--- config.mk ---
export PLATFORM = sky130hd
export DESIGN_NAME = dmx_lane
export DESIGN_NICKNAME = d
export VERILOG_FILES = /design/src/rtl/dmx_pkg.sv /design/src/rtl/dmx_lane.sv
export SDC_FILE = /design/constraint.sdc
export NUM_CORES = 1
export LEC_CHECK = 0
export ABC_AREA = 1
export BUFFER_PORTS_ARGS = -buffer_cell sky130_fd_sc_hd__buf_2
export CAP_MARGIN = 20
export CORE_ASPECT_RATIO = 1.4
export CORE_MARGIN = 2
export CORE_UTILIZATION = 65
export CTS_CLUSTER_DIAMETER = 200
export DETAILED_ROUTE_END_ITERATION = 6
export MAX_ROUTING_LAYER = met4
export PLACE_DENSITY_LB_ADDON = 0.12
export SLEW_MARGIN = 20
export SYNTH_ARGS = -nofsm -noshare
export SYNTH_HDL_FRONTEND = slang
export SYNTH_SLANG_ARGS = --single-unit
--- constraint.sdc ---
create_clock -name clk -period 20.2 [get_ports clk]
set_input_delay 6.06 -clock clk [delete_from_list [all_inputs] [get_ports clk]]
set_output_delay 6.06 -clock clk [all_outputs]
set_load 0.005 [all_outputs]
--- src/rtl/dmx_pkg.sv ---
// package for the stereo downmix: widths, gain constants, config and lane types
package dmx_pkg;

    localparam int SAMPLE_BITS = 24;
    localparam int FRAC_BITS   = 16;
    localparam int GAIN_W      = FRAC_BITS + 1;
    localparam int OP_W        = SAMPLE_BITS + 2;
    localparam int PROD_W      = OP_W + GAIN_W + 1;
    localparam int ACC_W       = PROD_W + 2;
    localparam int Q_W         = ACC_W - FRAC_BITS;
    localparam int NUM_LANES   = 6;
    localparam int CFG_IDX_W   = 3;
    localparam int CFG_DATA_W  = 3;

    // lane positions: three per output side
    localparam int LANE_L_FRONT  = 0;
    localparam int LANE_L_CENTRE = 1;
    localparam int LANE_L_SUR    = 2;
    localparam int LANE_R_FRONT  = 3;
    localparam int LANE_R_CENTRE = 4;
    localparam int LANE_R_SUR    = 5;

    // Q16 gains
    localparam logic [GAIN_W-1:0] G_UNITY        = GAIN_W'(1 << FRAC_BITS);
    localparam logic [GAIN_W-1:0] G_MATRIX_SUR   = GAIN_W'(14844);
    localparam logic [GAIN_W-1:0] G_MATRIX_FRONT = GAIN_W'(20998);
    localparam logic [GAIN_W-1:0] G_MATRIX_CTR   = GAIN_W'(14844);
    localparam logic [GAIN_W-1:0] G_PLAIN_FRONT  = GAIN_W'(27145);
    localparam logic [GAIN_W-1:0] G_MONO         = GAIN_W'(46341);

    localparam logic [GAIN_W-1:0] CENTRE_GAIN [4] = '{
        GAIN_W'(19189), GAIN_W'(16174), GAIN_W'(13573), GAIN_W'(16174)
    };
    localparam logic [GAIN_W-1:0] SURROUND_GAIN [4] = '{
        GAIN_W'(19189), GAIN_W'(13573), GAIN_W'(0), GAIN_W'(13573)
    };

    typedef enum logic [2:0] {
        LAYOUT_DUAL_MONO,
        LAYOUT_MONO,
        LAYOUT_STEREO,
        LAYOUT_3_0,
        LAYOUT_2_1,
        LAYOUT_3_1,
        LAYOUT_2_2,
        LAYOUT_3_2
    } layout_t;

    typedef enum logic [CFG_IDX_W-1:0] {
        CFG_CHANNEL_LAYOUT,
        CFG_MATRIX_SURROUND_ON,
        CFG_CENTER_LEVEL_CODE,
        CFG_SURROUND_LEVEL_CODE,
        CFG_DUAL_MONO_PICK
    } cfg_index_t;

    typedef struct packed {
        layout_t    layout;
        logic       matrix_on;
        logic [1:0] center_code;
        logic [1:0] surround_code;
        logic       dual_pick;
    } cfg_t;

    typedef struct packed {
        logic signed [OP_W-1:0] op;
        logic [GAIN_W-1:0]      gain;
    } lane_op_t;

    typedef lane_op_t [NUM_LANES-1:0] lane_ops_t;
    typedef logic signed [NUM_LANES-1:0][PROD_W-1:0] lane_prods_t;

endpackage

--- src/rtl/dmx_lane.sv ---
// one multiply lane: signed operand times unsigned Q16 gain, registered
module dmx_lane import dmx_pkg::*; (
    input  logic                     clk,
    input  logic                     en,
    input  lane_op_t                 lane_in,
    output logic signed [PROD_W-1:0] prod
);

    logic signed [PROD_W-1:0] prod_reg;
    logic signed [PROD_W-1:0] prod_next;

    assign prod_next = PROD_W'(lane_in.op * $signed({1'b0, lane_in.gain}));

    always_ff @(posedge clk)
    begin
        if (en)
        begin
            prod_reg <= prod_next;
        end
    end

    assign prod = prod_reg;

endmodule

==> reports/metrics.cfg <==
[placed_design]
io_buffer_count=88
hpwl_um=40260
place_congestion=0.9305

[synth]
muxShareOfSynthArea=0
synth_top_family_by_area=adder cells
synth_nets=3106
synth_ff_type=edfxtp_1
synth_common_cells=894 x inv_1, 723 x nand2_1, 431 x fa_1, 106 x ha_1, 103 x clkbuf_1
synth_top_area_cell=fa_1
synth.distinct_cells=25
yosys_warnings=0
async_flop_share=0
yosysMostFrequentCell=inv_1
syn_area_um2=18980
synth_xor_area_frac=0.01061
synth_adder_area_share=0.5244
yosys_register_bits=44
synth_edf_count=44
synth_compound_area_frac=0.01180
synth.area.top_cells=fa_1 45%, inv_1 18%, nand2_1 14%
synth_top_area_frac=0.4546
avgSynthCellArea_um2=7.521
synth-simple-area-share=0.1860
synth-seq-area-share=0.06961
syn_inst=2524

[grt]
grtUsageTotal=0.3571
grt_pass1_wl_um=81190
antenna_found_initial=0
grt_pass1_vias=16578
grt.overflow.total=0
grt_max_degree=45

[timing]
period_minus_slack_ns=11.92
tightest_slew_ns=1.044
rsz0062_at_grt=no
hold_viol=0
holdWs_ns=6.324
slew_headroom=0.3043
maxSlewViolCount=0
timing.final.crit_share=0.5899
fmax_mhz=83.91
setup_viol=0
setup_tns_ns=0

[routing]
wl_um=49060
first_pass_iters=7
ant_nets=0
drt-vias-per-instance=5.125
drtIter0Drc=802
vias=14843
wire_per_inst_um=16.94
drc=0

[cells_and_area]
fill_cells=2523
largest_reg_flops=44
multiInputGateArea_um2=13910
synthToLayoutAreaGrowth_pct=3.764
post-route-util=0.6796
diodes=0
fin_nets=3098
regArea_um2=1321
drive_above_1_share=0.05405

[setup_path]
cp_data_arrival_time_ns=11.97
critPathKind=input port to flip-flop
end_kind=flip-flop
required_ns=20.25
crit_fanout=26
start_kind=input port

[die]
die_h_um=206.2
die_x_um=148.4
pin_count=89
core_um2=28980
rows=74
start_util=0.6550
dieArea_um2=30610

[clock_tree]
ctsResizeCount=0
cts_buffers=5
cts_root_buffer=clkbuf_16
clk_path_buf_depth=2
clkSlewWorstSetupHoldPaths_ns=0.06
clock-sinks=44
cts_max_level=2
holdBufCountCts=0
cts_tree=yes
post_cts_buffers=0

[worst_hold_path]
hold_class=input port to flip-flop

[flow_run]
drv_cap=0

[outcome]
status=completed

cell usage in the layout (no fill, tap or decap):
master | netlist | final
ha_1 | 106 | 106
nand3_2 | 5 | 5
edfxtp_1 | 44 | 44
a21oi_2 | 3 | 3
clkbuf_16 | 0 | 5
xnor2_1 | 5 | 5
xor2_1 | 18 | 18
nor2_2 | 14 | 14
nand3_1 | 42 | 42
a21o_1 | 2 | 2
fa_1 | 431 | 431
inv_1 | 894 | 894
buf_2 | 0 | 88
o21ai_1 | 2 | 2
o21bai_1 | 5 | 5
bufinv_16 | 0 | 2
nand2_2 | 14 | 14
nor2_1 | 61 | 61
nand2_1 | 723 | 723
a21oi_1 | 25 | 25
nor4_1 | 1 | 1
nor2_4 | 3 | 3
nand4_1 | 12 | 12
nor3_1 | 6 | 6
nand3b_1 | 1 | 1
inv_2 | 2 | 2
o21ai_0 | 2 | 2
final timing paths:
| path | from | end | slack, ns | depth (start not counted) |
|---|---|---|---|---|
| max | lane_in[3] | prod[42] | 8.28 | 19 |
| min | lane_in[17] | prod[0] | 6.32 | 3 |
layout make-up:
type | instances | area share
Clock buffer | 5 | 0.006352
Clock inverter | 2 | 0.003049
Inverter | 896 | 0.1708
Multi-Input combinational cell | 1481 | 0.7063
Sequential cell | 44 | 0.06708
Tap cell | 380 | 0.02414
Timing Repair Buffer | 88 | 0.02236
kinds of logic after synthesis:
logic type,count (synthesis)
buffers and inverters,999
AO/OA/AOI/OAI,39
flip-flops,44
XOR/XNOR,23
adder cells (fa/ha/maj),537
AND/OR/NAND/NOR,882
worst max-delay path: stages:
cell	delay (ns)
buf_2	0.53
nand2_1	0.28
fa_1	0.80
fa_1	0.50
inv_1	0.32
fa_1	0.50
inv_1	0.15
fa_1	0.45
fa_1	0.49
inv_1	0.05
fa_1	0.45
ha_1	0.43
inv_1	0.11
nor3_1	0.27
nand2_1	0.12
nor2_1	0.15
nand3_1	0.13
nand4_1	0.11
nand2_1	0.06
stage by stage:
| step | instance area (µm²) | setup WS [ns] | std cells |
|---|---|---|---|
| finish | 19700 | 8.283 | 2896 |
| global route | 19700 | 7.927 | 2896 |
| CTS | 19700 | 8.343 | 2896 |
| detailed placement | 19510 | 8.024 | 2889 |
| global placement | 19510 | 8.110 | 2889 |
| floorplan | 18980 | 8.759 | 2524 |
per-layer routing:
| layer | global-route usage | vias up | wire, µm | share of wire |
|---|---|---|---|---|
| met5 | - | - | 0 | 0 |
| met4 | 0.1554 | 0 | 2470 | 0.050 |
| met3 | 0.04216 | 171 | 2970 | 0.061 |
| met2 | 0.6786 | 542 | 27320 | 0.56 |
| met1 | 0.3683 | 7277 | 16290 | 0.33 |
| li1 | - | 6853 | - | - |
Power is left out: the tool's default activity adds up to more than one toggle a clock period on the data nets, which glitch-free logic cannot reach.
