$ cat config.mk
export PLATFORM = sky130hd
export DESIGN_NAME = dmx_route
export DESIGN_NICKNAME = d
export VERILOG_FILES = /design/src/rtl/dmx_pkg.sv /design/src/rtl/dmx_route.sv
export SDC_FILE = /design/constraint.sdc
export NUM_CORES = 1
export LEC_CHECK = 0
export BUFFER_PORTS_ARGS = -buffer_cell sky130_fd_sc_hd__buf_2
export CORE_MARGIN = 4
export CORE_UTILIZATION = 52
export CTS_CLUSTER_SIZE = 20
export DETAILED_ROUTE_END_ITERATION = 10
export PLACE_DENSITY = 0.85
export SLEW_MARGIN = 5
export SYNTH_ARGS = -nofsm -noshare
export SYNTH_HDL_FRONTEND = slang
export SYNTH_SLANG_ARGS = --single-unit
$ cat constraint.sdc
create_clock -name clk -period 4.8 [get_ports clk]
set_input_delay 0.48 -clock clk [delete_from_list [all_inputs] [get_ports clk]]
set_output_delay 0.48 -clock clk [all_outputs]
set_load 0.05 [all_outputs]
$ cat src/rtl/dmx_pkg.sv
// package for the stereo downmix: widths, gain constants, config and lane types
package dmx_pkg;

    localparam int SAMPLE_BITS = 24;
    localparam int FRAC_BITS   = 16;
    localparam int GAIN_W      = FRAC_BITS + 1;
    localparam int OP_W        = SAMPLE_BITS + 2;
    localparam int PROD_W      = OP_W + GAIN_W + 1;
    localparam int ACC_W       = PROD_W + 2;
    localparam int Q_W         = ACC_W - FRAC_BITS;
    localparam int NUM_LANES   = 6;
    localparam int CFG_IDX_W   = 3;
    localparam int CFG_DATA_W  = 3;

    // lane positions: three per output side
    localparam int LANE_L_FRONT  = 0;
    localparam int LANE_L_CENTRE = 1;
    localparam int LANE_L_SUR    = 2;
    localparam int LANE_R_FRONT  = 3;
    localparam int LANE_R_CENTRE = 4;
    localparam int LANE_R_SUR    = 5;

    // Q16 gains
    localparam logic [GAIN_W-1:0] G_UNITY        = GAIN_W'(1 << FRAC_BITS);
    localparam logic [GAIN_W-1:0] G_MATRIX_SUR   = GAIN_W'(14844);
    localparam logic [GAIN_W-1:0] G_MATRIX_FRONT = GAIN_W'(20998);
    localparam logic [GAIN_W-1:0] G_MATRIX_CTR   = GAIN_W'(14844);
    localparam logic [GAIN_W-1:0] G_PLAIN_FRONT  = GAIN_W'(27145);
    localparam logic [GAIN_W-1:0] G_MONO         = GAIN_W'(46341);

    localparam logic [GAIN_W-1:0] CENTRE_GAIN [4] = '{
        GAIN_W'(19189), GAIN_W'(16174), GAIN_W'(13573), GAIN_W'(16174)
    };
    localparam logic [GAIN_W-1:0] SURROUND_GAIN [4] = '{
        GAIN_W'(19189), GAIN_W'(13573), GAIN_W'(0), GAIN_W'(13573)
    };

    typedef enum logic [2:0] {
        LAYOUT_DUAL_MONO,
        LAYOUT_MONO,
        LAYOUT_STEREO,
        LAYOUT_3_0,
        LAYOUT_2_1,
        LAYOUT_3_1,
        LAYOUT_2_2,
        LAYOUT_3_2
    } layout_t;

    typedef enum logic [CFG_IDX_W-1:0] {
        CFG_CHANNEL_LAYOUT,
        CFG_MATRIX_SURROUND_ON,
        CFG_CENTER_LEVEL_CODE,
        CFG_SURROUND_LEVEL_CODE,
        CFG_DUAL_MONO_PICK
    } cfg_index_t;

    typedef struct packed {
        layout_t    layout;
        logic       matrix_on;
        logic [1:0] center_code;
        logic [1:0] surround_code;
        logic       dual_pick;
    } cfg_t;

    typedef struct packed {
        logic signed [OP_W-1:0] op;
        logic [GAIN_W-1:0]      gain;
    } lane_op_t;

    typedef lane_op_t [NUM_LANES-1:0] lane_ops_t;
    typedef logic signed [NUM_LANES-1:0][PROD_W-1:0] lane_prods_t;

endpackage

$ cat src/rtl/dmx_route.sv
// routes slot samples and gains to the six multiply lanes per layout and mode
module dmx_route import dmx_pkg::*; (
    input  logic                          clk,
    input  logic                          en,
    input  cfg_t                          cfg,
    input  logic signed [SAMPLE_BITS-1:0] slot0,
    input  logic signed [SAMPLE_BITS-1:0] slot1,
    input  logic signed [SAMPLE_BITS-1:0] slot2,
    input  logic signed [SAMPLE_BITS-1:0] slot3,
    input  logic signed [SAMPLE_BITS-1:0] slot4,
    output lane_ops_t                     lanes
);

    logic signed [OP_W-1:0] s0, s1, s2, s3, s4;
    logic signed [OP_W-1:0] sur_l, sur_r;
    logic [GAIN_W-1:0]      front_gain, centre_gain, sur_gain;
    lane_ops_t              lanes_next;
    lane_ops_t              lanes_reg;

    assign s0 = OP_W'(slot0);
    assign s1 = OP_W'(slot1);
    assign s2 = OP_W'(slot2);
    assign s3 = OP_W'(slot3);
    assign s4 = OP_W'(slot4);

    always_comb
    begin
        lanes_next  = '0;
        sur_l       = '0;
        sur_r       = '0;
        front_gain  = cfg.matrix_on ? G_MATRIX_FRONT : G_PLAIN_FRONT;
        centre_gain = cfg.matrix_on ? G_MATRIX_CTR : CENTRE_GAIN[cfg.center_code];
        sur_gain    = cfg.matrix_on ? G_MATRIX_SUR : SURROUND_GAIN[cfg.surround_code];

        // surround operands; matrix mode pre-sums the pair since both share one gain
        case (cfg.layout)
            LAYOUT_2_1:
            begin
                sur_l = s2;
                sur_r = s2;
            end
            LAYOUT_3_1:
            begin
                sur_l = s3;
                sur_r = s3;
            end
            LAYOUT_2_2:
            begin
                sur_l = cfg.matrix_on ? s2 + s3 : s2;
                sur_r = cfg.matrix_on ? s2 + s3 : s3;
            end
            LAYOUT_3_2:
            begin
                sur_l = cfg.matrix_on ? s3 + s4 : s3;
                sur_r = cfg.matrix_on ? s3 + s4 : s4;
            end
            default:
            begin
                sur_l = '0;
                sur_r = '0;
            end
        endcase

        case (cfg.layout)
            LAYOUT_STEREO:
            begin
                lanes_next[LANE_L_FRONT] = '{op: s0, gain: G_UNITY};
                lanes_next[LANE_R_FRONT] = '{op: s1, gain: G_UNITY};
            end
            LAYOUT_MONO:
            begin
                lanes_next[LANE_L_FRONT] = '{op: s0, gain: G_MONO};
                lanes_next[LANE_R_FRONT] = '{op: s0, gain: G_MONO};
            end
            LAYOUT_DUAL_MONO:
            begin
                lanes_next[LANE_L_FRONT] = '{op: (cfg.dual_pick ? s1 : s0), gain: G_MONO};
                lanes_next[LANE_R_FRONT] = '{op: (cfg.dual_pick ? s1 : s0), gain: G_MONO};
            end
            default:
            begin
                lanes_next[LANE_L_FRONT] = '{op: s0, gain: front_gain};
                if (cfg.layout inside {LAYOUT_3_0, LAYOUT_3_1, LAYOUT_3_2})
                begin
                    lanes_next[LANE_R_FRONT]  = '{op: s2, gain: front_gain};
                    lanes_next[LANE_L_CENTRE] = '{op: s1, gain: centre_gain};
                    lanes_next[LANE_R_CENTRE] = '{op: s1, gain: centre_gain};
                end
                else
                begin
                    lanes_next[LANE_R_FRONT] = '{op: s1, gain: front_gain};
                end
                if (cfg.layout != LAYOUT_3_0)
                begin
                    // matrix surround feeds left negated
                    lanes_next[LANE_L_SUR] = '{op: (cfg.matrix_on ? -sur_l : sur_l),
                                               gain: sur_gain};
                    lanes_next[LANE_R_SUR] = '{op: sur_r, gain: sur_gain};
                end
            end
        endcase
    end

    always_ff @(posedge clk)
    begin
        if (en)
        begin
            lanes_reg <= lanes_next;
        end
    end

    assign lanes = lanes_reg;

endmodule

==> results of run 1 <==
kinds of logic after synthesis:
family | Yosys count | share of synthesized area, %
AOI/OAI and AO/OA | 343 | 20.2
other | 1 | 0.0316
DFF | 147 | 37.2
xor gates and xnor gates | 47 | 3.47
and+or+nand+nor | 319 | 13.4
adders and majority gates | 51 | 5.50
buffers and inverters | 204 | 10.2
muxes | 111 | 10.0
cells in the final DEF (no fill, tap or decap), types with 6 or more instances in the layout:
cell,Yosys,routed
a31oi_1,6,6
o21a_1,9,9
a22oi_1,6,6
a21oi_1,98,98
a211o_1,6,6
nand2b_1,11,11
o21ai_0,66,66
o22ai_1,24,24
o221ai_1,6,6
a211oi_1,15,15
nor2b_1,6,6
diode_2,0,9
buf_4,112,28
o21ai_1,6,6
and3_1,35,35
xor2_1,26,26
clkbuf_16,0,17
mux2_2,34,34
ha_1,49,49
xnor2_1,21,21
inv_1,18,18
mux2i_1,74,74
a221oi_2,6,6
or2_2,6,6
nand3_1,14,14
nand2_1,81,81
nand4_1,12,12
edfxtp_1,147,147
a221o_1,7,7
conb_1,1,18
o211ai_1,16,16
o31ai_1,6,6
nor3_1,21,21
nor2_1,97,97
a21o_1,9,9
buf_2,14,368
metrics by stage:
stage / instance area, um2 / std cells / hold WS, ns / setup slack (ns)
after floorplan: 11900 / 1240 / 0.592 / 1.09
after global placement: 13200 / 1737 / 0.810 / 0.647
after detailed placement: 13200 / 1737 / 0.814 / 0.568
after CTS: 13800 / 1769 / 0.369 / 1.03
after global routing: 13800 / 1778 / 0.378 / 0.776
final: 13800 / 1778 / 0.377 / 0.968
synth_stat cells (18+ instances only):
cell type | instances | area [um2]
ha_1 | 49 | 613
nor2_1 | 97 | 364
inv_1 | 18 | 67.6
clkbuf_1 | 47 | 176
xnor2_1 | 21 | 184
xor2_1 | 26 | 228
nor3_1 | 21 | 105
and3_1 | 35 | 219
o22ai_1 | 24 | 150
a21oi_1 | 98 | 490
nand2_1 | 81 | 304
mux2i_1 | 74 | 741
mux2_2 | 34 | 383
buf_4 | 112 | 841
edfxtp_1 | 147 | 4410
o21ai_0 | 66 | 330
final cells by class:
type / instances / area, um2 / share of cell area, %
multi-input combinational: 889 / 6320 / 45.7
tap: 285 / 357 / 2.58
clock buffer: 18 / 429 / 3.11
clock inverter: 14 / 138 / 0.997
antenna: 9 / 22.5 / 0.163
sequential: 147 / 4410 / 32.0
inverter: 19 / 71.3 / 0.516
timing repair buffer: 397 / 2060 / 14.9
worst max-delay path, delay by kind of cell:
family	cells	cell delay (ns)
compound gates	7	1.79
fa+ha+maj	2	0.73
buf+inv	1	0.13
mux	1	0.35
simple gates	2	0.53
path summary, 6_finish.rpt:
| kind | slack, ns | startpoint | cells past startpoint | to |
|---|---|---|---|---|
| min | 0.38 | slot4[2] | 2 | lanes[234] |
| max | 0.97 | slot3[0] | 13 | lanes[125] |
layer usage:
| layer | wire length, um | GRT usage, % | part of all wire, % | up-vias |
|---|---|---|---|---|
| met2 | 19400 | 50.0 | 47 | 693 |
| met5 | 0 | 0 | 0 | - |
| met1 | 16200 | 40.2 | 39 | 5271 |
| met4 | 1740 | 14.3 | 4.2 | 0 |
| li1 | - | - | - | 4997 |
| met3 | 3840 | 6.58 | 9.3 | 100 |
report_power, final:
| part | leakage [uW] | internal (uW) | total, uW | switching, uW |
|---|---|---|---|---|
| logic | 0.00430 | 495 | 1890 | 1400 |
| clock network | 0.000273 | 689 | 1290 | 598 |
| registers | 0.00143 | 1560 | 1620 | 51.3 |
==> metrics.md, run 1 <==
| Metric | Value |
|---|---|
| Post-route ant nets | `0` |
| Final Routed Wirelength | `~41000 um` |
| Total of max-cap violations | `0` |
| Leak Pwr | `~0.006 uW` |
| IO buf count | `between 300 and 400` |
| HP Class | `in -> reg` |
| DRC Markers | `0` |
| Core area | `22600 um2` |
| Synth warn | `0` |
| Max reg flops | `roughly 150` |
| Initial DRC Count | `around 1200` |
| Initial Util | `between 50% and 60%` |
| Clk pin slew, worst setup/hold paths | `0.07 ns` |
| Slowest-stage cell, CP | `a221oi_2` |
| Hpwl dp | `about 32000 um` |
| Crit end category | `flop` |
| RSZ-0062 raised after global routing | `false` |
| Fin crit share | `between 70% and 80%` |
| Routed vias/inst | `approximately 6.2` |
| Hold Buf Count CTS | `0` |
| Pins Over Slew Limit | `0` |
| Critical path required time | `about 5 ns` |
| Synth Register Bits | `147` |
| Die width | `about 160 um` |
| Layout cells sized above 1 | `between 30% and 40%` |
| Worst IR Drop VDD | `approximately 0.21 mV` |
| Main synth FF type | `edfxtp_1` |
| Global route overflow | `0` |
| Root Driver | `clkbuf_16` |
| Minimum clock period | `about 3.8 ns` |
| Fin nets | `1653` |
| Setup TNS | `0 ns` |
| Num CTS Buffers | `17` |
| Syn_area_per_cell | `around 10 um2` |
| Slowest cell delay on critical path | `0.46 ns` |
| Status | `finished, final reports clean` |
| Vias in the first global route | `roughly 11000` |
| DR WL/cell | `23.2 um` |
| # IOs | `389` |
| CP Launch Type | `primary input` |
| Pwr Density | `~350 nW/um2` |
| Synth Cell Area | `approximately 12000 um2` |
| Final setup violation count | `0` |
| CTS Sinks | `roughly 150` |
| Die Y | `between 150 and 200 um` |
| Setup bufs post-CTS | `0` |
| Critical Path, Cell by Cell | `buf_2, ha_1, fa_1, a211oi_2, o21ai_2, a22o_1, o41ai_2, a31oi_1, a221oi_2, nand2_1, or3_4, o21ai_0, mux2_2` |
| Power, Total | `between 4000 and 5000 uW` |
| Via count | `around 11000` |
| Fin. Hold Viols | `0` |
| Post-Synthesis Cells | `1223` |
| Die area | `~25000 um2` |
| CTS Buffer Depth | `2` |
| Rows | `between 50 and 60` |
| Critical path class | `in -> reg` |
| FMAX | `around 0.26 GHz` |
| TritonRoute pass-1 iters | `6` |
| Yosys cell types | `96` |
| Global-route wire length before repair | `between 60000 and 70000 um` |
| EDFF count, synth | `roughly 150` |
| Async SR Flop Fraction | `0%` |
| Total track usage | `roughly 31%` |
| Crit-path max FO | `5` |
| Largest net degree at the start of global routing | `88` |
| Routability congestion estimate | `0.982` |
| Post-CTS Resized | `0` |
| Fillers | `about 1900` |
| Final design utilization | `slightly above 60%` |
| CTS tree | `built` |
| CTS H-tree lvls | `4` |
| Area growth, synth to finish | `16.3%` |
| Initial antenna violation count | `10` |
| Worst Path Arrival | `about 4 ns` |
| Seq/Total Area, Yosys | `between 30% and 40%` |
| Slew headroom | `approximately 28%` |
| Worst slew pin tran | `1.09 ns` |
Note: power is estimated with default switching activity, not from simulation.
==> inputs of run 2 (changes only) <==
==> constraint.sdc (replaced) <==
create_clock -name clk -period 3.6 [get_ports clk]
set_input_delay 0.36 -clock clk [delete_from_list [all_inputs] [get_ports clk]]
set_output_delay 0.36 -clock clk [all_outputs]
set_load 0.05 [all_outputs]
==> metrics.md, run 2 (synthesis gave the netlist of run 1 again) <==
| Metric | Value |
|---|---|
| Status | `finished, final reports clean` |
| Register share of total power | `32.3% (-1.4 points)` |
| Fillers | `1860 (-3.1%)` |
| Hpwl dp | `35100 um (+9.4%)` |
| Fin nets | `1815 (+9.8%)` |
| Die Y | `159 um (unchanged)` |
| Die area | `25300 um2 (unchanged)` |
| Initial DRC Count | `1235 (+2.8%)` |
| Slew headroom | `40.2% (+13 points)` |
| Global route overflow | `0 (unchanged)` |
| Pwr Density | `444 nW/um2 (+28%)` |
| Fin area | `15000 um2 (+8.9%)` |
| Via count | `11700 (+5.8%)` |
| HP Class | `in -> reg` |
| Leak Pwr | `0.00678 uW (+13%)` |
| Sw frac | `42.3% (-0.42 points)` |
| TritonRoute pass-1 iters | `5 (-1)` |
| FMAX | `roughly 0.29 GHz` |
| Seq. cell area | `4410 um2 (unchanged)` |
| IO buf count | `370 (unchanged)` |
| Num CTS Buffers | `17 (unchanged)` |
| Worst Path Arrival | `3.73 ns (-0.27 ns)` |
| Crit end category | `flop` |
| Setup TNS | `0 ns (unchanged)` |
| Setup bufs post-CTS | `0 (unchanged)` |
| Minimum clock period | `about 3.5 ns` |
| Root Driver | `clkbuf_16` |
| Final Routed Wirelength | `43800 um (+6.2%)` |
| Multi-input logic area | `6330 um2 (+0.30%)` |
| Die width | `159 um (unchanged)` |
| Critical path required time | `3.87 ns (-1.10 ns)` |
| Max reg flops | `147 (unchanged)` |
| CP Launch Type | `primary input` |
| Crit-path max FO | `4 (-1)` |
| Initial Util | `52.6% (unchanged)` |
| Final setup violation count | `0 (unchanged)` |
| Fin. Hold Viols | `0 (unchanged)` |
| Net Switching | `2820 uW (+38%)` |
| Highest-count cells in the layout ignoring fill and taps | `buf_2, buf_4, edfxtp_1` |
| CTS Sinks | `147 (unchanged)` |
| CTS Buffer Depth | `2 (unchanged)` |
| Core area | `22600 um2 (unchanged)` |
| CTS H-tree lvls | `4 (unchanged)` |
| Fin crit share | `96.3%` |
| DRC Markers | `0 (unchanged)` |
| Rows | `55 (unchanged)` |
| Total track usage | `33.3% (+2.2 points)` |
| Vias in the first global route | `11200 (+5.6%)` |
| Total of max-cap violations | `0 (unchanged)` |
| Pins Over Slew Limit | `0 (unchanged)` |
| Critical path class | `in -> reg` |
| Worst slew pin tran | `0.897 ns (-0.188 ns)` |
| Global-route wire length before repair | `66200 um (+6.6%)` |
| Clock Power Share | `26.0% (-0.8 points)` |
| Layout cells sized above 1 | `41.3% (+6.8 points)` |
| Area growth, synth to finish | `26.6%` |
| Internal Pwr Total | `3850 uW (+40%)` |
| Largest net degree at the start of global routing | `92 (+4.5%)` |
| Routability congestion estimate | `0.962 (-2.0%)` |
| Post-route ant nets | `0 (unchanged)` |
| Worst IR Drop VDD | `0.258 mV (+23%)` |
| Routed vias/inst | `6.04 (-3.0%)` |
| Hold Buf Count CTS | `0 (unchanged)` |
| CTS tree | `built` |
| Initial antenna violation count | `7 (-3)` |
| # IOs | `389 (unchanged)` |
| Comb power frac | `41.7% (+2.2 points)` |
| Most common cell after layout, fill and taps aside | `buf_2` |
| DR WL/cell | `22.6 um (-2.6%)` |
| Clk pin slew, worst setup/hold paths | `0.07 ns (about the same)` |
| Placed cell areas | `14400 um2 (+9.2%)` |
| Hold WS | `0.261 ns (-0.116 ns)` |
## run 2: repair_timing
item / 4_1_cts / 5_1_grt
hold endpoints to repair: 0 / 0
setup endpoints to repair: 0 / 8
gates resized for setup: 0 / 5
## run 2: final timing paths
path                      from         end  slack (ns)  cells past startpoint
worst max-delay path  slot3[0]  lanes[127]        0.13                     13
worst min-delay path  slot4[2]  lanes[234]        0.26                      2
## run 2: stage by stage
step / cells / worst slack (ns) / total power (uW) / util [%]
2_1_floorplan: 1240 / 0.00612 / 4130 / -
5_1_grt: 1938 / -0.00527 / 6930 / 66.6
3_3_place_gp: 1899 / -0.266 / 4900 / 64.0
4_1_cts: 1931 / 0.0924 / 6650 / 66.5
6_report: 1938 / 0.135 / 6670 / 66.6
3_5_place_dp: 1899 / -0.348 / 4930 / 64.0
## run 2: final cells by class
type | instances | share of cell area (%)
Antenna cell | 7 | 0.116
Clock buffer | 17 | 2.83
Clock inverter | 15 | 0.915
Inverter | 19 | 0.474
Multi-Input combinational cell | 889 | 42.1
Sequential cell | 147 | 29.4
Tap cell | 285 | 2.37
Timing Repair Buffer | 559 | 21.8
## run 2: per-layer routing
metal	up-vias	GRT usage [%]	wire [um]
met3	102	6.76	4060
met4	0	10.9	1550
met5	-	0	0
li1	5327	-	-
met1	5533	44.4	17600
met2	736	54.6	20600
## run 2: worst max-delay path, cell delays in order
cell and delay, ns:
buf_2 0.13, ha_1 0.21, fa_1 0.44, a211o_1 0.37
a211oi_2 0.29, nor4_1 0.09, nor3_1 0.25, o211a_1 0.30
and4_4 0.25, and3b_4 0.24, nand4_4 0.14, o41ai_2 0.43
mux2i_1 0.24
## run 2: power by group through the flow
stage	Sequential, uW	Clock, uW	Combinational (uW)
floorplan	2760	0	1360
global placement	2190	0	2710
detailed placement	2190	0	2740
CTS	2150	1750	2750
global route	2170	1840	2930
finish	2150	1740	2780
