## src/rtl/dmx_pkg.sv

```systemverilog
// package for the stereo downmix: widths, gain constants, config and lane types
package dmx_pkg;

    localparam int SAMPLE_BITS = 24;
    localparam int FRAC_BITS   = 16;
    localparam int GAIN_W      = FRAC_BITS + 1;
    localparam int OP_W        = SAMPLE_BITS + 2;
    localparam int PROD_W      = OP_W + GAIN_W + 1;
    localparam int ACC_W       = PROD_W + 2;
    localparam int Q_W         = ACC_W - FRAC_BITS;
    localparam int NUM_LANES   = 6;
    localparam int CFG_IDX_W   = 3;
    localparam int CFG_DATA_W  = 3;

    // lane positions: three per output side
    localparam int LANE_L_FRONT  = 0;
    localparam int LANE_L_CENTRE = 1;
    localparam int LANE_L_SUR    = 2;
    localparam int LANE_R_FRONT  = 3;
    localparam int LANE_R_CENTRE = 4;
    localparam int LANE_R_SUR    = 5;

    // Q16 gains
    localparam logic [GAIN_W-1:0] G_UNITY        = GAIN_W'(1 << FRAC_BITS);
    localparam logic [GAIN_W-1:0] G_MATRIX_SUR   = GAIN_W'(14844);
    localparam logic [GAIN_W-1:0] G_MATRIX_FRONT = GAIN_W'(20998);
    localparam logic [GAIN_W-1:0] G_MATRIX_CTR   = GAIN_W'(14844);
    localparam logic [GAIN_W-1:0] G_PLAIN_FRONT  = GAIN_W'(27145);
    localparam logic [GAIN_W-1:0] G_MONO         = GAIN_W'(46341);

    localparam logic [GAIN_W-1:0] CENTRE_GAIN [4] = '{
        GAIN_W'(19189), GAIN_W'(16174), GAIN_W'(13573), GAIN_W'(16174)
    };
    localparam logic [GAIN_W-1:0] SURROUND_GAIN [4] = '{
        GAIN_W'(19189), GAIN_W'(13573), GAIN_W'(0), GAIN_W'(13573)
    };

    typedef enum logic [2:0] {
        LAYOUT_DUAL_MONO,
        LAYOUT_MONO,
        LAYOUT_STEREO,
        LAYOUT_3_0,
        LAYOUT_2_1,
        LAYOUT_3_1,
        LAYOUT_2_2,
        LAYOUT_3_2
    } layout_t;

    typedef enum logic [CFG_IDX_W-1:0] {
        CFG_CHANNEL_LAYOUT,
        CFG_MATRIX_SURROUND_ON,
        CFG_CENTER_LEVEL_CODE,
        CFG_SURROUND_LEVEL_CODE,
        CFG_DUAL_MONO_PICK
    } cfg_index_t;

    typedef struct packed {
        layout_t    layout;
        logic       matrix_on;
        logic [1:0] center_code;
        logic [1:0] surround_code;
        logic       dual_pick;
    } cfg_t;

    typedef struct packed {
        logic signed [OP_W-1:0] op;
        logic [GAIN_W-1:0]      gain;
    } lane_op_t;

    typedef lane_op_t [NUM_LANES-1:0] lane_ops_t;
    typedef logic signed [NUM_LANES-1:0][PROD_W-1:0] lane_prods_t;

endpackage

```

## src/rtl/dmx_merge.sv

```systemverilog
// sums the lane products per side, rounds half up and saturates
module dmx_merge import dmx_pkg::*; (
    input  logic                          clk,
    input  logic                          en,
    input  lane_prods_t                   prods,
    output logic signed [SAMPLE_BITS-1:0] mix_left,
    output logic signed [SAMPLE_BITS-1:0] mix_right
);

    localparam logic signed [ACC_W-1:0] ROUND_HALF = ACC_W'(1 << (FRAC_BITS - 1));
    localparam logic signed [Q_W-1:0]   S_MAX = Q_W'((64'sd1 <<< (SAMPLE_BITS - 1)) - 1);
    localparam logic signed [Q_W-1:0]   S_MIN = Q_W'(-(64'sd1 <<< (SAMPLE_BITS - 1)));

    logic signed [ACC_W-1:0]       acc_l, acc_r;
    logic signed [Q_W-1:0]         q_l, q_r;
    logic signed [SAMPLE_BITS-1:0] left_next, right_next;
    logic signed [SAMPLE_BITS-1:0] left_reg, right_reg;

    function automatic logic signed [SAMPLE_BITS-1:0] sat(input logic signed [Q_W-1:0] q);
        logic signed [SAMPLE_BITS-1:0] r;
        if (q > S_MAX)
            r = S_MAX[SAMPLE_BITS-1:0];
        else if (q < S_MIN)
            r = S_MIN[SAMPLE_BITS-1:0];
        else
            r = q[SAMPLE_BITS-1:0];
        return r;
    endfunction

    always_comb
    begin
        // elements of a packed array select as unsigned, so sign them before extending
        acc_l = ACC_W'($signed(prods[LANE_L_FRONT])) + ACC_W'($signed(prods[LANE_L_CENTRE]))
              + ACC_W'($signed(prods[LANE_L_SUR])) + ROUND_HALF;
        acc_r = ACC_W'($signed(prods[LANE_R_FRONT])) + ACC_W'($signed(prods[LANE_R_CENTRE]))
              + ACC_W'($signed(prods[LANE_R_SUR])) + ROUND_HALF;
        // arithmetic shift gives the floor
        q_l        = Q_W'(acc_l >>> FRAC_BITS);
        q_r        = Q_W'(acc_r >>> FRAC_BITS);
        left_next  = sat(q_l);
        right_next = sat(q_r);
    end

    always_ff @(posedge clk)
    begin
        if (en)
        begin
            left_reg  <= left_next;
            right_reg <= right_next;
        end
    end

    assign mix_left  = left_reg;
    assign mix_right = right_reg;

endmodule

```

## config.mk

```make
export PLATFORM = sky130hd
export DESIGN_NAME = dmx_merge
export DESIGN_NICKNAME = d
export VERILOG_FILES = /design/src/rtl/dmx_pkg.sv /design/src/rtl/dmx_merge.sv
export SDC_FILE = /design/constraint.sdc
export NUM_CORES = 1
export LEC_CHECK = 0
export CAP_MARGIN = 25
export CORE_ASPECT_RATIO = 0.6
export CORE_MARGIN = 2
export CORE_UTILIZATION = 55
export CTS_CLUSTER_DIAMETER = 200
export DETAILED_ROUTE_END_ITERATION = 6
export DONT_BUFFER_PORTS = 1
export PLACE_DENSITY = 0.77
export SETUP_SLACK_MARGIN = 0.05
export SYNTH_ARGS = -nofsm -noshare
export SYNTH_HDL_FRONTEND = slang
export SYNTH_SLANG_ARGS = --single-unit
```

## constraint.sdc

```tcl
create_clock -name clk -period 4.1 [get_ports clk]
set_input_delay 0.205 -clock clk [delete_from_list [all_inputs] [get_ports clk]]
set_output_delay 0.205 -clock clk [all_outputs]
set_load 0.02 [all_outputs]
```

==> summary.txt, run 1 <==
Worst setup path
  – Crit-path max FO: 6
  – Required @ worst endpoint: around 4200 ps
  – Critical Path AT: 4080 ps
  – Crit path kind: input pin to flop
  – CP endpoint kind: flop
  – Critical Path Start Type: input pin

Logic synthesis
  – Post-synthesis area per instance: 8.06 µm²
  – Post-synth EDFFs: 48
  – Post-Synthesis Cells: between 1,000 and 1,500
  – Synth Register Bits: 48
  – Synth Flop Type: edfxtp_1
  – Area leader, netlist: ha_1
  – Synthesized area: 10,700 µm²
  – Synth area leaders: ha_1 (20%), fa_1 (16%), edfxtp_1 (13%)
  – Share of the synthesized area in the top cell type: about a fifth
  – Synthesis warning total: 0
  – Mapped Nets: 1,857
  – Seq/Total Area, Yosys: between 10% and 20%
  – Ys async rst share: 0%
  – Synth cell types: 78

STA
  – FMAX: about 250 MHz
  – Shortest period the worst path allows: a little over 4000 ps
  – Worst slew pin tran: just over 600 ps
  – Fin crit share: approximately 98%
  – RSZ-0062 raised after global routing: no
  – Count of final setup violators: 0
  – Slew Limit Fails: 0
  – Final hold vios: 0
  – Slew margin rel.: 59.5%

Place
  – Placed cell areas: around 12,000 µm²
  – I/O Buffers: 0
  – Dpl cells: roughly 1,700
  – RD Place Congestion: about 0.98
  – DP Wirelength: between 20,000 and 30,000 µm

Floorplanning
  – Row Count: 39
  – Full die area: between 20,000 and 25,000 µm²
  – Io pins: around 310
  – Initial core utilization: between 50% and 60%
  – Core Region: roughly 19,000 µm²
  – Die H: roughly 110 µm
  – Die Wd: about 180 µm

Global route
  – Number of global-route vias before repair: 8,966
  – Initial antenna violation count: 0
  – GRT Total Usage: 28.5%
  – Met2 Usage GRT: between 40 and 50%
  – Most used routing layer in global routing: met1
  – Overflow after GRT: 0
  – Largest net degree at the start of global routing: 49
  – GR Layer Usage met3: between 3 and 4%
  – GR Util met1: between 40% and 50%
  – First-pass GRT wire length: ~47,000 µm

Clocking
  – Deepest level of the CTS H-tree: 2
  – CTS Hold Buffers Added: 0
  – CTS tree: yes
  – Clock Tree Buf Depth: 2
  – Clock Sink Count: between 40 and 50
  – Root buffer cell: clkbuf_16
  – Clk slew on worst S/H paths: roughly 60 ps
  – Num CTS Buffers: 5

Drt
  – Routed vias/inst: 5.80
  – Initial DRT Pass Iterations: 5
  – DRC marker count from the first detailed-route iteration: 971
  – Number of routed nets with antenna violations: 0
  – DR WL/cell: about 18 µm
  – Routed WL: about 31,000 µm
  – Via count: between 9,000 and 10,000
  – Residual DRC: 0

Power
  – Leakage power figure: about 0.0067 µW
  – PwrDens: ~470 nW/µm²
  – Worst vdd ir: between 0.2 and 0.25 mV

Worst hold path
  – Worst min-delay path category: input pin to flop
  – WHS Path Cells: 0

Final layout
  – Finished Cell Area: 12,400 µm²
  – Final Instance Count excl. Fillers: 1,720
  – # diodes: 0
  – Ratio of cells with drive above 1 in the final layout: 14.8%
  – Nets: 1,978
  – Syn-to-layout area delta: 15.5%

Run status
  – Status: completed

Flow run
  – Max_cap viols: 0
layout by cell type, fill, tap and decap left out, types with 10 or more instances in the layout:
master,netlist,final
fa_1,86,86
a211oi_1,15,10
nand3_1,21,21
nand4_1,20,20
a21oi_2,7,11
o21ai_0,52,49
nand2_1,75,73
inv_1,374,373
buf_4,2,139
ha_1,172,168
xor2_1,25,24
nor2_1,46,45
xnor2_1,24,24
a21oi_1,119,115
o21bai_1,10,10
a21o_1,40,39
edfxtp_1,48,48
nor3_1,20,19
cells in the mapped netlist (4+ instances only):
library cell,n
inv_1,374
ha_1,172
a21oi_1,119
fa_1,86
nand2_1,75
o21ai_0,52
edfxtp_1,48
nor2_1,46
a21o_1,40
xor2_1,25
xnor2_1,24
nand3_1,21
nand4_1,20
nor3_1,20
buf_2,16
a211oi_1,15
clkbuf_1,10
o21bai_1,10
o211ai_1,9
and3_1,8
o21a_1,8
a21oi_2,7
a31oi_1,7
o2111ai_1,7
and2_1,6
o31ai_1,6
or3_1,6
and4_1,5
nand2b_1,5
a211o_1,4
a21boi_0,4
o221ai_1,4
or2_2,4
cell families (layout without fill, tap and decap cells):
group,count (synthesis),count (layout),synth area share [%]
XOR/XNOR,53,53,4.60
adder cells (fa/ha/maj),258,258,36.1
flip-flops,48,48,13.4
buffers and inverters,405,522,14.6
AND/OR/NAND/NOR,231,231,10.5
multiplexers,2,2,0.198
AO/OA/AOI/OAI,336,340,20.6
final timing paths:
kind	slack (ps)	end	start
max	70	mix_left[11]$_SDFFCE_PN1P_	prods[22]
min	30	mix_left[11]$_SDFFCE_PN1P_	en
area by class of cell:
| cell class | count | area (µm²) |
|---|---|---|
| clock inverters | 2 | 7.51 |
| well taps | 266 | 333 |
| flip-flops and latches | 48 | 1440 |
| fillers | 1647 | 6670 |
| multi-input cells | 884 | 8010 |
| clock buffers | 5 | 125 |
| inverters | 374 | 1400 |
| repair buffers | 141 | 1080 |
worst max-delay path, cell delays in order:
cell      delay, ps
inv_1            30
fa_1            530
inv_1            40
ha_1            280
ha_1            360
a21oi_1         240
o21ai_0         190
buf_4           180
a21oi_1         130
o31ai_1         110
buf_4           160
or3_1           300
o211ai_1        320
nand3_1         190
nor2_4          300
a41oi_4         250
a21o_2          250
per-layer routing:
layer  part of all wire, %  vias to the layer above
li1                      -                     4674
met4                   1.9                        0
met5                     0                        -
met1                    48                     4651
met3                    10                       50
met2                    40                      606
stage by stage:
stage | setup slack [ps] | TNS (ps) | hold WS (ps) | total power (µW) | utilization, %
floorplan | 295 | 0 | 317 | 3610 | -
global placement | -357 | -11570 | 321 | 4920 | 62.5
detailed placement | -456 | -15550 | 322 | 4990 | 62.5
CTS | 43.3 | 0 | 29.8 | 5520 | 63.7
global route | 12.5 | 0 | 22.9 | 6250 | 65.0
finish | 68.1 | 0 | 26.9 | 5860 | 65.0
registers in the layout, summed over array words and instances (netlist names):
register / count
mix_left: 24
mix_right: 24
power breakdown:
group	leakage, µW	total, µW	internal (µW)	switching (µW)
Clock	0.0000648	397	219	178
Sequential	0.000466	1150	824	324
Combinational	0.00619	4320	1840	2480
Total	0.00672	5860	2880	2980
what timing repair did:
item,4_1_cts,5_1_grt
gates resized for setup,4,35
gates cloned,1,3
endpoints found under the setup margin,46,46
pin swaps,3,11
hold endpoints to repair,0,0
setup buffers,6,3
Power figures use the tool's default switching activity.
==> run 2: changes to the inputs <==
--- a/config.mk
+++ b/config.mk
@@ -8,11 +8,11 @@
 export CAP_MARGIN = 25
 export CORE_ASPECT_RATIO = 0.6
 export CORE_MARGIN = 2
-export CORE_UTILIZATION = 55
+export CORE_UTILIZATION = 30
 export CTS_CLUSTER_DIAMETER = 200
 export DETAILED_ROUTE_END_ITERATION = 6
 export DONT_BUFFER_PORTS = 1
-export PLACE_DENSITY = 0.77
+export PLACE_DENSITY = 0.49
 export SETUP_SLACK_MARGIN = 0.05
 export SYNTH_ARGS = -nofsm -noshare
 export SYNTH_HDL_FRONTEND = slang
==> run 2 against run 1 <==
  * Sequential cell count did not move
  * Clock-buffer cell count did not move
  * Critical path depth rose by 2
  * Sequential share of layout area fell by 0.34 points
  * Final cell count rose by 13%
  * Clock power rose by 41%
  * Critical path type unchanged
  * Largest power group unchanged
  * Highest routed layer unchanged
==> summary.txt, run 2 (synthesis gave the netlist of run 1 again) <==
Global route
  – Overflow after GRT: 0 (unchanged)
  – First-pass GRT wire length: 50,600 µm (was 46,600 µm)
  – Largest net degree at the start of global routing: 49 (unchanged)
  – GRT Total Usage: 17.3% (was 28.5%)
  – Number of global-route vias before repair: 9,066 (was 8,966)
  – Initial antenna violation count: 0 (unchanged)

STA
  – Final hold vios: 0 (unchanged)
  – FMAX: 252 MHz (was 248 MHz)
  – Worst slew pin tran: 581 ps (was 608 ps)
  – Worst setup margin: 124 ps (was 68.1 ps)
  – Slew Limit Fails: 0 (unchanged)
  – Fin crit share: 97.0% (was 98.3%)
  – Shortest period the worst path allows: 3980 ps (was 4030 ps)
  – RSZ-0062 raised after global routing: no (unchanged)
  – Slew margin rel.: 60.8% (was 59.5%)
  – Count of final setup violators: 0 (unchanged)
  – Hold Worst Slack: 20.2 ps (was 26.9 ps)

Final layout
  – Finished Cell Area: 12,800 µm² (was 12,400 µm²)
  – Ratio of cells with drive above 1 in the final layout: 15.7% (was 14.8%)
  – # diodes: 0 (unchanged)
  – Most frequent cells in the layout: inv_1 (374), ha_1 (172), buf_4 (169) (was inv_1 (373), ha_1 (168), buf_4 (139))
  – Nets: 2,006 (was 1,978)
  – Commonest non-fill, non-tap cell in the layout: inv_1 (unchanged)
  – Final Util: 36.4% (was 65.0%)
  – Syn-to-layout area delta: 18.9% (was 15.5%)

Worst setup path
  – Most used cell, CP: buf_4
  – CP endpoint kind: flop (unchanged)
  – CP max stage cell: fa_1 (unchanged)
  – Buf/Inv on CP: 6 (was 4)
  – Crit path kind: input pin to flop (unchanged)
  – Crit path cell chain: inv_1 -> fa_1 -> inv_1 -> ha_1 -> ha_1 -> buf_4 -> a21o_1 -> a21o_1 -> a221oi_1 -> o31ai_2 -> a211oi_1 -> o211ai_1 -> buf_4 -> a21oi_1 -> nand2_1 -> o41ai_4 -> buf_4 -> buf_6 -> a31o_1 (was inv_1 -> fa_1 -> inv_1 -> ha_1 -> ha_1 -> a21oi_1 -> o21ai_0 -> buf_4 -> a21oi_1 -> o31ai_1 -> buf_4 -> or3_1 -> o211ai_1 -> nand3_1 -> nor2_4 -> a41oi_4 -> a21o_2)
  – Critical Path AT: 4150 ps (was 4080 ps)
  – Required @ worst endpoint: 4270 ps (was 4150 ps)
  – Crit-path max FO: 18 (was 6)
  – Critical Path Start Type: input pin (unchanged)
  – CP top delay family: compound AO/OA/AOI/OAI gates (unchanged)
  – Largest stage delay, worst path: 560 ps (was 530 ps)

Clocking
  – Root buffer cell: clkbuf_16 (unchanged)
  – CTS tree: yes (unchanged)
  – Num CTS Buffers: 5 (unchanged)
  – Deepest level of the CTS H-tree: 2 (unchanged)
  – Clock Tree Buf Depth: 2 (unchanged)
  – Clk slew on worst S/H paths: 70 ps (was 60 ps)
  – CTS Hold Buffers Added: 0 (unchanged)
  – Clock Sink Count: 48 (unchanged)

Power
  – Leakage power figure: 0.00688 µW (was 0.00672 µW)
  – PwrDens: 467 nW/µm² (was 473 nW/µm²)
  – Worst vdd ir: 0.167 mV (was 0.238 mV)

Drt
  – Number of routed nets with antenna violations: 0 (unchanged)
  – Routed WL: 33,200 µm (was 31,100 µm)
  – Routed vias/inst: 4.89 (was 5.80)
  – Initial DRT Pass Iterations: 5 (unchanged)
  – Residual DRC: 0 (unchanged)
  – Via count: 9,542 (was 9,981)
  – DR WL/cell: 17.0 µm (was 18.1 µm)
  – DRC marker count from the first detailed-route iteration: 582 (was 971)

Floorplanning
  – Initial core utilization: 30.6% (was 56.3%)
  – Die H: 151 µm (was 112 µm)
  – Die Wd: 248 µm (was 184 µm)
  – Full die area: 37,400 µm² (was 20,700 µm²)
  – Row Count: 53 (was 39)
  – Core Region: 35,100 µm² (was 19,100 µm²)
  – Io pins: 314 (unchanged)

Place
  – DP Wirelength: 29,600 µm (was 26,200 µm)
  – I/O Buffers: 0 (unchanged)
  – RD Place Congestion: 0.921 (was 0.984)
  – Placed cell areas: 12,500 µm² (was 11,900 µm²)
  – Pre-CTS setup slack: -258 ps (was -456 ps)

Worst hold path
  – Worst min-delay path category: input pin to flop (unchanged)

Flow run
  – Max_cap viols: 0 (unchanged)

Run status
  – Status: completed (unchanged)
[run 2: changes by cell type in the layout (fill, tap and decap cells not counted), moves of 3 or more]
cell,change
a211oi_1,+3
ha_1,+4
buf_4,+30
a41oi_4,-3
[run 2: per-stage QoR]
step                power (µW)  cells  TNS (ps)
finish                    5960   1950         0
global route              6440   1950         0
CTS                       5870   1943         0
detailed placement        5270   1935     -7610
global placement          5270   1934    -16770
floorplan                 3610   1333         0
[run 2: worst paths after layout]
kind / from / endpoint / slack (ps) / cells past startpoint
worst max-delay path: prods[32] / mix_left[16]$_SDFFCE_PN1P_ / 120 / 19
worst min-delay path: en / mix_left[19]$_SDFFCE_PN1P_ / 20 / 0
[run 2: layer usage]
metal / up-vias / wire [µm] / GRT usage [%]
met4: 0 / 345 / 2.62
li1: 4719 / - / -
met5: - / 0 / 0
met1: 4468 / 17400 / 28.0
met2: 335 / 13500 / 24.6
met3: 20 / 1900 / 1.84
[run 2: layout make-up]
type                    instances  area [µm²]
multi-input cells             880        7810
clock inverters                 3        68.8
repair buffers                173        1340
well taps                     467         584
clock buffers                   5         125
fillers                      3667       22400
flip-flops and latches         48        1440
inverters                     374        1400
[run 2: repair_timing]
action,4_1_cts,5_1_grt
pin swaps,1,8
setup endpoints to repair,3,46
resized for setup,0,17
cloned,0,0
setup buffers,0,7
[run 2: where the power goes]
group          total, µW  leakage, µW  internal, µW  switching, µW
registers           1160     0.000466           824            335
clock network        558    0.0000944           352            205
logic               4240      0.00632          1890           2360
==> run 3: changes to the inputs <==
--- a/config.mk
+++ b/config.mk
@@ -9,6 +9,7 @@
 export CORE_ASPECT_RATIO = 0.6
 export CORE_MARGIN = 2
 export CORE_UTILIZATION = 30
+export CTS_BUF_LIST = sky130_fd_sc_hd__clkbuf_4
 export CTS_CLUSTER_DIAMETER = 200
 export DETAILED_ROUTE_END_ITERATION = 6
 export DONT_BUFFER_PORTS = 1
==> run 3 against run 2 <==
  * Via count decreased by 0.51%
  * Maximum frequency rose by 2.2%
  * First-iteration DRC count increased by 6.0%
  * Final cell count decreased by 0.21%
  * Wire length down 0.92%
  * Global-route usage about the same
  * Design area fell by 1.4%
  * Sequential cell count unchanged
  * Sequential power is essentially flat
  * Critical path type unchanged
  * Largest power group unchanged
  * Highest routed layer unchanged
==> summary.txt, run 3 (synthesis gave the netlist of run 1 again) <==
Place
  – I/O Buffers: 0 (unchanged)
  – DP Wirelength: 29,600 µm (unchanged)
  – RD Place Congestion: 0.921 (unchanged)
  – Pre-CTS setup slack: -258 ps (unchanged)

Worst setup path
  – Critical Path Start Type: input pin (unchanged)
  – CP top delay family: compound AO/OA/AOI/OAI gates (unchanged)
  – Crit-path max FO: 18 (unchanged)
  – CP endpoint kind: flop (unchanged)
  – Crit path cell chain: inv_1 -> fa_1 -> inv_1 -> ha_1 -> ha_1 -> buf_4 -> a21o_1 -> a21o_1 -> a221oi_1 -> o31ai_1 -> a211oi_1 -> o211ai_1 -> a21oi_1 -> nand2_1 -> o41ai_4 -> buf_4 -> buf_6 -> a31o_1 (was inv_1 -> fa_1 -> inv_1 -> ha_1 -> ha_1 -> buf_4 -> a21o_1 -> a21o_1 -> a221oi_1 -> o31ai_2 -> a211oi_1 -> o211ai_1 -> buf_4 -> a21oi_1 -> nand2_1 -> o41ai_4 -> buf_4 -> buf_6 -> a31o_1)
  – Critical Path AT: 4180 ps (was 4150 ps)
  – Largest stage delay, worst path: 560 ps (about the same)
  – CP max stage cell: fa_1 (unchanged)
  – Required @ worst endpoint: 4380 ps (was 4270 ps)
  – Crit path kind: input pin to flop (unchanged)
  – Buf/Inv on CP: 5 (was 6)

Global route
  – Largest net degree at the start of global routing: 49 (unchanged)
  – GRT Total Usage: 17.3% (about the same)
  – Overflow after GRT: 0 (unchanged)
  – Initial antenna violation count: 1 (was 0)
  – First-pass GRT wire length: 50,600 µm (about the same)
  – Number of global-route vias before repair: 9,067 (was 9,066)

Floorplanning
  – Die H: 151 µm (unchanged)
  – Row Count: 53 (unchanged)
  – Full die area: 37,400 µm² (unchanged)
  – Core Region: 35,100 µm² (unchanged)
  – Io pins: 314 (unchanged)
  – Initial core utilization: 30.6% (unchanged)
  – Die Wd: 248 µm (unchanged)

STA
  – Worst setup margin: 209 ps (was 124 ps)
  – FMAX: 257 MHz (was 252 MHz)
  – Fin crit share: 94.9% (was 97.0%)
  – Setup TNS: 0 ps (unchanged)
  – Final hold vios: 0 (unchanged)
  – RSZ-0062 raised after global routing: no (unchanged)
  – Worst slew pin tran: 612 ps (was 581 ps)
  – Hold Worst Slack: 180 ps (was 20.2 ps)
  – Slew margin rel.: 58.8% (was 60.8%)
  – Slew Limit Fails: 0 (unchanged)
  – Count of final setup violators: 0 (unchanged)
  – Shortest period the worst path allows: 3890 ps (was 3980 ps)

Drt
  – Initial DRT Pass Iterations: 5 (unchanged)
  – Routed vias/inst: 4.88 (was 4.89)
  – DR WL/cell: 16.9 µm (was 17.0 µm)
  – Residual DRC: 0 (unchanged)
  – Routed WL: 32,800 µm (was 33,200 µm)
  – Via count: 9,493 (was 9,542)
  – Number of routed nets with antenna violations: 0 (unchanged)
  – DRC marker count from the first detailed-route iteration: 617 (was 582)

Final layout
  – Commonest non-fill, non-tap cell in the layout: inv_1 (unchanged)
  – Most frequent cells in the layout: inv_1 (374), ha_1 (172), buf_4 (163) (was inv_1 (374), ha_1 (172), buf_4 (169))
  – Nets: 2,001 (was 2,006)
  – Syn-to-layout area delta: 17.2% (was 18.9%)
  – Ratio of cells with drive above 1 in the final layout: 14.5% (was 15.7%)
  – Final Util: 35.8% (was 36.4%)

Power
  – PwrDens: 454 nW/µm² (was 467 nW/µm²)
  – Leakage power figure: 0.00680 µW (was 0.00688 µW)
  – Worst vdd ir: 0.158 mV (was 0.167 mV)

Run status
  – Status: completed (unchanged)

Worst hold path
  – Worst min-delay path category: input pin to flop (unchanged)

Clocking
  – Num CTS Buffers: 5 (unchanged)
  – Clock Tree Buf Depth: 2 (unchanged)
  – Root buffer cell: clkbuf_4 (was clkbuf_16)
  – CTS tree: yes (unchanged)
  – Deepest level of the CTS H-tree: 2 (unchanged)
  – Clk slew on worst S/H paths: 160 ps (was 70 ps)
  – Clock Sink Count: 48 (unchanged)

Flow run
  – Max_cap viols: 0 (unchanged)
==> run 3: changes by cell type in the layout (fill, tap and decap cells not counted), moves of 2 or more <==
| cell | previous run | this run |
|---|---|---|
| a211oi_1 | 13 | 15 |
| a211oi_2 | 4 | 2 |
| a21oi_1 | 116 | 118 |
| a21oi_2 | 10 | 8 |
| buf_4 | 169 | 163 |
| clkbuf_16 | 5 | 0 |
| clkbuf_4 | 0 | 5 |
| o21ai_2 | 3 | 1 |
==> run 3: per-stage QoR <==
step | cells | cell area (µm²) | power [µW]
2_1_floorplan | 1333 | 10700 | 3610
3_3_place_gp | 1934 | 12400 | 5270
3_5_place_dp | 1935 | 12500 | 5270
4_1_cts | 1944 | 12600 | 5700
5_1_grt | 1946 | 12600 | 6190
6_report | 1946 | 12600 | 5720
==> run 3: routing by layer <==
metal	global-route usage [%]	wire length [µm]	vias to the layer above
met5	0	0	-
li1	-	-	4705
met2	24.5	13200	338
met1	28.0	17500	4429
met4	2.95	408	0
met3	1.69	1770	21
==> run 3: final timing paths <==
kind                  start                          to  slack (ps)  cells after the start
setup / recovery  prods[32]  mix_left[16]$_SDFFCE_PN1P_         210                     18
hold / removal           en  mix_left[19]$_SDFFCE_PN1P_         180                      1
==> run 3: timing repair <==
item | 4_1_cts | 5_1_grt
buffers inserted | 0 | 1
hold endpoints to repair | 48 | 0
hold buffers | 1 | 0
endpoints found under the setup margin | 0 | 18
gates resized for setup | 0 | 1
==> run 3: area by class of cell <==
class,instances,area [µm²]
Tap cell,467,584
Clock buffer,5,37.5
Antenna cell,1,2.50
Inverter,374,1400
Sequential cell,48,1440
Clock inverter,3,68.8
Timing Repair Buffer,168,1320
Multi-Input combinational cell,880,7740
Fill cell,3683,22500
==> run 3: power by group <==
group	total [µW]	internal, µW	switching, µW
clock network	378	192	187
registers	1150	822	333
logic	4180	1850	2330
total	5720	2860	2850
